### src/hw/rtl/ptpd_pkg.sv
// shared types and constants for the point transform with perspective divide
// no dependencies
package ptpd_pkg;

  localparam int NUM_CFG_REGS = 8;
  localparam int CFG_ADDR_W   = 4;
  localparam int CFG_DATA_W   = 64;
  localparam int CFG_HALF_W   = 32;
  localparam int LANE_W       = 32;
  localparam int QUEUE_DEPTH  = 4;

  typedef struct packed {
    logic                  valid;
    logic [CFG_ADDR_W-1:0] addr;
    logic [CFG_DATA_W-1:0] data;
  } cfg_write_t;

endpackage

### src/hw/rtl/ptpd_queue.sv
// short queue between front and back, with credit count covering the front latency
// depends on ptpd_pkg
module ptpd_queue #(
  parameter int WIDTH = 201
) (
  input  logic             clk,
  input  logic             rst_n,
  input  logic             accept,
  input  logic             push,
  input  logic [WIDTH-1:0] push_data,
  input  logic             pop,
  output logic             credit_ok,
  output logic             not_empty,
  output logic [WIDTH-1:0] head
);
  import ptpd_pkg::*;

  localparam int PW = $clog2(QUEUE_DEPTH);
  localparam int CW = $clog2(QUEUE_DEPTH + 1);

  logic [WIDTH-1:0] mem_r [QUEUE_DEPTH];
  logic [PW-1:0]    wr_r, rd_r;
  logic [CW-1:0]    cnt_r, occ_r;

  // occupancy counts beats in the front pipeline as well as stored ones
  always_ff @(posedge clk) begin
    if (!rst_n) begin
      wr_r  <= '0;
      rd_r  <= '0;
      cnt_r <= '0;
      occ_r <= '0;
    end else begin
      if (push) wr_r <= wr_r + PW'(1);
      if (pop)  rd_r <= rd_r + PW'(1);
      cnt_r <= cnt_r + CW'(push) - CW'(pop);
      occ_r <= occ_r + CW'(accept) - CW'(pop);
    end
  end

  always_ff @(posedge clk) begin
    if (push) mem_r[wr_r] <= push_data;
  end

  assign credit_ok = (occ_r < CW'(QUEUE_DEPTH));
  assign not_empty = (cnt_r != '0);
  assign head      = mem_r[rd_r];

endmodule

### config.mk
export PLATFORM = sky130hd
export DESIGN_NAME = ptpd_queue
export DESIGN_NICKNAME = d
export VERILOG_FILES = /design/src/hw/rtl/ptpd_pkg.sv /design/src/hw/rtl/ptpd_queue.sv
export SDC_FILE = /design/constraint.sdc
export NUM_CORES = 1
export LEC_CHECK = 0
export ABC_CLOCK_PERIOD_IN_PS = 17400
export BUFFER_PORTS_ARGS = -buffer_cell sky130_fd_sc_hd__buf_2
export CAP_MARGIN = 20
export CORE_MARGIN = 2
export CORE_UTILIZATION = 38
export DETAILED_ROUTE_END_ITERATION = 6
export SLEW_MARGIN = 25
export SYNTH_ARGS = -nofsm -noshare
export SYNTH_HDL_FRONTEND = slang
export SYNTH_SLANG_ARGS = --single-unit
### constraint.sdc
create_clock -name clk -period 17.4 [get_ports clk]
set_input_delay 0.87 -clock clk [delete_from_list [all_inputs] [get_ports clk]]
set_output_delay 0.87 -clock clk [all_outputs]
set_load 0.03 [all_outputs]
==> out/qor.csv, run 1 <==
stage;metric;value;unit
setup_path;crit_family;buffers and inverters;
synthesis;syn_area;0.0298;sq mm
setup_path;start_kind;flip-flop;
detailed_routing;viasPerCell;4.90;
synthesis;synth_area_leaders;edfxtp_1, mux4_2, buf_12;
synthesis;synth_compound_area_share;0.0504;%
synthesis;synth_nets;1322;
clock_tree;insertion_delay;610;ps
sta;timing.final.hold_violations;0;
clock_tree;cts.path.max_buffers;3;
floorplanning;dieArea;0.0807;sq mm
sta;period_minus_slack;4580;ps
detailed_routing;firstDrtPassIters;5;
synthesis;yosys_register_bits;816;
placed_design;portBuffers;408;
clock_tree;clk_pin_slew;60;ps
floorplanning;start_util;38.4;%
synthesis;synth_ff_type;edfxtp_1;
setup_path;critPathMaxFanout;45;
global_routing;overflow;0;
global_routing;grt_pass1_wl;87400;microns
clock_tree;clock-sinks;816;
synthesis;synthSimpleGateAreaFrac;0.281;%
detailed_routing;ant_nets;0;
sta;final-setup-viol-count;0;
power_and_ir_drop;leakage;11.8;nW
status;status;complete, no violations;
setup_path;crit_path_frequent_cell;buf_4;
setup_path;cpMaxStageDelayCell;buf_4;
synthesis;netlist_top_cells_count;edfxtp_1, mux4_2, buf_12;
synthesis;yosysWarnings;0;
synthesis;synth_edf_count;804;
finish;fin_util;45.8;%
global_routing;grt_use_total;14.3;%
setup_path;worstPathArrival;3710;ps
sta;max_freq;0.218;GHz
synthesis;synth_top_cell_by_area;edfxtp_1;
finish;fillers;6537;
synthesis;postSynthAreaPerCell;27.0;sq um
floorplanning;num_rows;102;
setup_path;required;16530;ps
synthesis;async_flop_share;0;%
finish;layout.nets;1792;
clock_tree;cts_tree;built;
clock_tree;htree_levels;3;
clock_tree;cts-resized-gates;0;
hold_path;min_path_type;in2reg;
synthesis;yosysMostFrequentCell;edfxtp_1;
floorplanning;core-area;0.0776;sq mm
setup_path;r2r_setup_slack;14240;ps
synthesis;synthMuxAreaShare;15.2;%
clock_tree;cts_hold_buffers;0;
detailed_routing;num_vias;13200;
setup_path;cp_cell_sequence;buf_4, buf_4, mux4_2, buf_2;
synthesis;ys_seq_area_share;81.8;%
global_routing;grt_pass1_vias;14000;
setup_path;worst-path-buf-inv;3;
synthesis;syn_inst;1106;
detailed_routing;drt_iter0_markers;800;
synthesis;synthAdderAreaFrac;0.470;%
floorplanning;die_h;284;microns
synthesis;synth_top_cell_area_share;81.0;%
clock_tree;post_cts.repair.setup_buffers;0;
run;drv_cap;0;
sta;worst_pin_slew;983;ps
sta;rsz0062_at_grt;false;
placed_design;dp_hpwl;35600;microns
power_and_ir_drop;irDropWorstVdd;78.2;uV
synthesis;synth.distinct_cells;21;
setup_path;path_class;reg2out;
detailed_routing;drc_errors;0;
synthesis;synth_top_family_by_area;multiplexers;
finish;area_delta_synth_final;19.3;%
clock_tree;numCtsBuffers;87;
clock_tree;cts_root_buffer;clkbuf_16;
sta;finClkSkew;19.9;ps
detailed_routing;routedWlPerCell;21.8;microns
global_routing;antenna_found_initial;18;
floorplanning;io_pins;409;
sta;relSlewSlack;34.4;%
sta;fin_crit_sh;26.3;%
power_and_ir_drop;power_density;129;mW/mm^2
synthesis;synth_xor_area_share;0.214;%
sta;finalSetupTns;0;ps
placed_design;gp_congestion;0.750;
global_routing;grt_start_max_net_pins;99;
detailed_routing;totalWireLength;58500;microns
setup_path;cp_slowest_stage_delay;800;ps
placed_design;placed_cells;2527;
sta;drv_slew;0;
finish;stdcell_count;2689;
setup_path;endpoint_kind;output port;
finish;drive_gt1_share;45.9;%
floorplanning;die_w;284;microns
-- per-stage QoR --
step	instance area (sq um)	hold slack [ps]	worst slack, ps	power [mW]
6_report	35600	459	12820	4.57
5_1_grt	35500	414	12410	4.74
4_1_cts	35500	401	12640	4.63
3_5_place_dp	32800	520	13340	2.85
3_3_place_gp	32800	525	13340	2.84
2_1_floorplan	29800	499	11380	2.71
-- path summary, 6_finish.rpt --
kind,from,end,depth (start not counted)
setup reg to reg,wr_r[0],mem_r[0][182],5
setup / recovery,flip-flop,head[183],4
hold reg to reg,rd_r[1],flip-flop,2
hold / removal,push_data[75],mem_r[1][75],1
-- registers in the layout (all words and copies together), names as in the netlist, named ones only --
register  count
mem_r       804
cnt_r         3
occ_r         3
rd_r          2
wr_r          2
-- layer usage --
| layer | GRT usage, % | share of wire, % | up-vias | routed length (microns) |
|---|---|---|---|---|
| met4 | 4.42 | 2.1 | 20 | 1250 |
| met3 | 4.82 | 8.6 | 102 | 5020 |
| met1 | 18.2 | 40 | 6886 | 23200 |
| met2 | 23.2 | 49 | 412 | 28900 |
| met5 | 0 | 0.19 | - | 110 |
| li1 | - | - | 5757 | - |
-- logic make-up after synthesis --
group,Yosys count
xor gates and xnor gates,4
adders and majority gates,10
DFF,816
AOI/OAI and AO/OA,2
and+or+nand+nor,16
muxes,202
buffers and inverters,56
-- where the power goes --
part	internal [mW]	switching, mW	total [mW]
Combinational	0.182	0.329	0.511
Clock	1.04	0.735	1.77
Sequential	2.26	0.0261	2.29
-- layout make-up --
class | count | area [sq um] | area share (%)
Sequential cell | 816 | 24400 | 68.6
Multi-Input combinational cell | 234 | 4850 | 13.6
Clock buffer | 102 | 2250 | 6.34
Timing Repair Buffer | 426 | 2190 | 6.16
Tap cell | 1040 | 1300 | 3.66
Clock inverter | 53 | 505 | 1.42
Inverter | 11 | 41.3 | 0.116
Antenna cell | 7 | 17.5 | 0.0493
-- placed cells by master, fill, tap and decap left out, types with 10 or more instances in the layout --
cell and n:
edfxtp_1 804, buf_2 408, mux4_2 201, clkbuf_16 88, clkinv_1 22, buf_4 17
clkbuf_1 14, clkinv_2 14, inv_1 11, dfxtp_1 10
Note: power is estimated with default switching activity, not from simulation.
==> inputs of run 2 (changes only) <==
Settings changed: ABC_CLOCK_PERIOD_IN_PS 17400 to 4600.
Clock period 17.4 ns to 4.6 ns, I/O delays scaled along.
==> run 2 against run 1 <==
Net effect:
- register-to-register slack lost 12000 ps
- core utilization up 3.0 points
- sequential cell count is the same
- worst hold slack worse by 110 ps
- first-iteration DRC count fell by 5.9%
- clock skew rose by 6.8 ps
- cell count increased by 7.7%
- final area rose by 6.5%
- worst setup slack got worse by 11000 ps
- critical path depth decreased by 1
- sequential power increased to 3.8 times the previous value
- routed wire length up 4.6%
- critical endpoint is now head[61]
- highest routed layer unchanged
==> out/qor.csv, run 2 (synthesized netlist as in run 1, its figures left out) <==
stage;metric;value;unit;change
status;status;complete, no violations;;unchanged
setup_path;worstPathArrival;2770;ps;was 3710 ps
setup_path;path_class;reg2out;;unchanged
clock_tree;cts_root_buffer;clkbuf_16;;unchanged
floorplanning;start_util;38.4;%;unchanged
clock_tree;clk_pin_slew;60;ps;about the same
power_and_ir_drop;irDropWorstVdd;344;uV;was 78.2 uV
detailed_routing;firstDrtPassIters;4;;was 5
global_routing;grt_pass1_vias;15600;;was 14000
sta;timing.hold.ws;349;ps;was 459 ps
global_routing;overflow;0;;unchanged
hold_path;hold_start;push_data[137];;was push_data[75]
clock_tree;cts.path.max_buffers;3;;unchanged
placed_design;placed_cell_area;0.0330;sq mm;was 0.0328 sq mm
run;drv_cap;0;;unchanged
sta;max_freq;0.334;GHz;
detailed_routing;viasPerCell;4.87;;was 4.90
sta;rsz0062_at_grt;false;;unchanged
setup_path;r2r-start;wr_r[1];;was wr_r[0]
power_and_ir_drop;leakage;12.8;nW;was 11.8 nW
finish;final_common_cell;edfxtp_1;;unchanged
clock_tree;numCtsBuffers;84;;was 87
clock_tree;post_cts.repair.setup_buffers;0;;unchanged
setup_path;start_kind;flip-flop;;unchanged
placed_design;gp_congestion;0.712;;was 0.750
setup_path;r2r_end;mem_r[1][160];;was mem_r[0][182]
global_routing;grt_start_max_net_pins;87;;was 99
detailed_routing;num_vias;14100;;was 13200
clock_tree;cts_tree;built;;unchanged
setup_path;critPathMaxFanout;36;;was 45
detailed_routing;drc_errors;0;;unchanged
floorplanning;die_w;284;microns;unchanged
finish;final_cell_mix;edfxtp_1, buf_2, dlygate4sd3_1;;was edfxtp_1, buf_2, mux4_2
finish;largest_reg_flops;804;;unchanged
finish;stdcell_count;2895;;was 2689
global_routing;antenna_found_initial;5;;was 18
finish;layout.nets;2000;;was 1792
floorplanning;io_pins;409;;unchanged
floorplanning;num_rows;102;;unchanged
placed_design;portBuffers;408;;unchanged
clock_tree;clock-sinks;816;;unchanged
power_and_ir_drop;power_density;464;mW/mm^2;was 129 mW/mm^2
global_routing;grt_pass1_wl;93800;microns;was 87400 microns
setup_path;required;4370;ps;was 16530 ps
detailed_routing;routedWlPerCell;21.1;microns;was 21.8 microns
hold_path;hold_depth;2;;was 1
power_and_ir_drop;total_power;17.6;mW;was 4.57 mW
clock_tree;cts_hold_buffers;205;;was 0
hold_path;min_path_type;in2reg;;unchanged
sta;fin_crit_sh;65.2;%;
placed_design;placed_cells;2533;;was 2527
sta;final-setup-viol-count;0;;unchanged
finish;regArea;0.0244;sq mm;unchanged
finish;fillers;6404;;was 6537
setup_path;r2r_cells;4;;was 5
floorplanning;dieArea;0.0807;sq mm;unchanged
clock_tree;insertion_delay;640;ps;was 610 ps
floorplanning;core-area;0.0776;sq mm;unchanged
hold_path;holdPathEnd;mem_r[2][137];;was mem_r[1][75]
finish;top_regs;mem_r: 804 flops, cnt_r: 3 flops, occ_r: 3 flops;;unchanged
floorplanning;die_h;284;microns;unchanged
sta;finalSetupTns;0;ps;unchanged
detailed_routing;ant_nets;0;;unchanged
finish;drive_gt1_share;41.0;%;was 45.9%
setup_path;r2r_setup_slack;2400;ps;was 14240 ps
setup_path;endpoint_kind;output port;;unchanged
detailed_routing;totalWireLength;61200;microns;was 58500 microns
sta;worst_pin_slew;959;ps;was 983 ps
finish;multiInputGateArea;0.00485;sq mm;unchanged
finish;area_delta_synth_final;27.0;%;was 19.3%
clock_tree;cts-resized-gates;0;;unchanged
sta;relSlewSlack;36.0;%;was 34.4%
global_routing;grt_use_total;15.2;%;was 14.3%
detailed_routing;drt_iter0_markers;753;;was 800
finish;design_area;0.0378;sq mm;was 0.0356 sq mm
sta;finClkSkew;26.7;ps;was 19.9 ps
sta;drv_slew;0;;unchanged
placed_design;dp_hpwl;35500;microns;was 35600 microns
clock_tree;htree_levels;3;;unchanged
sta;timing.final.hold_violations;0;;unchanged
sta;period_minus_slack;3000;ps;
finish;top_register;mem_r;;unchanged
==> run 2: changes by cell type in the layout (fill, tap and decap cells not counted), sizes merged <==
cell and delta:
dlygate4sd3 +205, buf +6, clkinv -5, bufinv +4
clkbuf -4, diode -3, inv +2, clkinvlp +1
==> run 2: power by group <==
part | total [mW] | internal (mW) | switching (mW) | leakage [nW]
logic | 2.12 | 0.832 | 1.29 | 3.94
clock network | 6.79 | 4.00 | 2.78 | 1.35
registers | 8.65 | 8.55 | 0.0996 | 7.49
total | 17.6 | 13.4 | 4.17 | 12.8
==> run 2: per-layer routing <==
layer	global-route usage (%)	share of wire, %	vias up
li1	-	-	6152
met1	19.4	41	7462
met2	25.6	50	395
met3	3.92	6.4	82
met4	4.70	2.1	4
met5	0	0.044	-
==> run 2: worst max-delay path by stage <==
stage	to	slack (ps)
floorplan	mem_r[2][0]	1160
global placement	head[61]	2130
detailed placement	head[61]	2130
CTS	head[61]	1450
global route	head[102]	1380
finish	head[61]	1600
==> run 2: area by class of cell <==
class / count / share of cell area (%)
multi-input cells: 234 / 12.8
clock buffers: 98 / 5.69
well taps: 1040 / 3.44
flip-flops and latches: 816 / 64.5
inverters: 11 / 0.109
clock inverters: 55 / 1.64
repair buffers: 637 / 11.8
diodes: 4 / 0.0264
==> run 2: critical path, cell delays in order, from the launching register on <==
cell,delay [ps]
dfxtp_4,900
buf_12,330
mux4_2,660
buf_2,230
==> run 2: per-stage QoR <==
stage / utilization [%] / worst slack, ps
floorplan: - / 1160
global placement: 42.5 / 2130
detailed placement: 42.5 / 2130
CTS: 48.8 / 1450
global route: 48.8 / 1380
finish: 48.8 / 1600
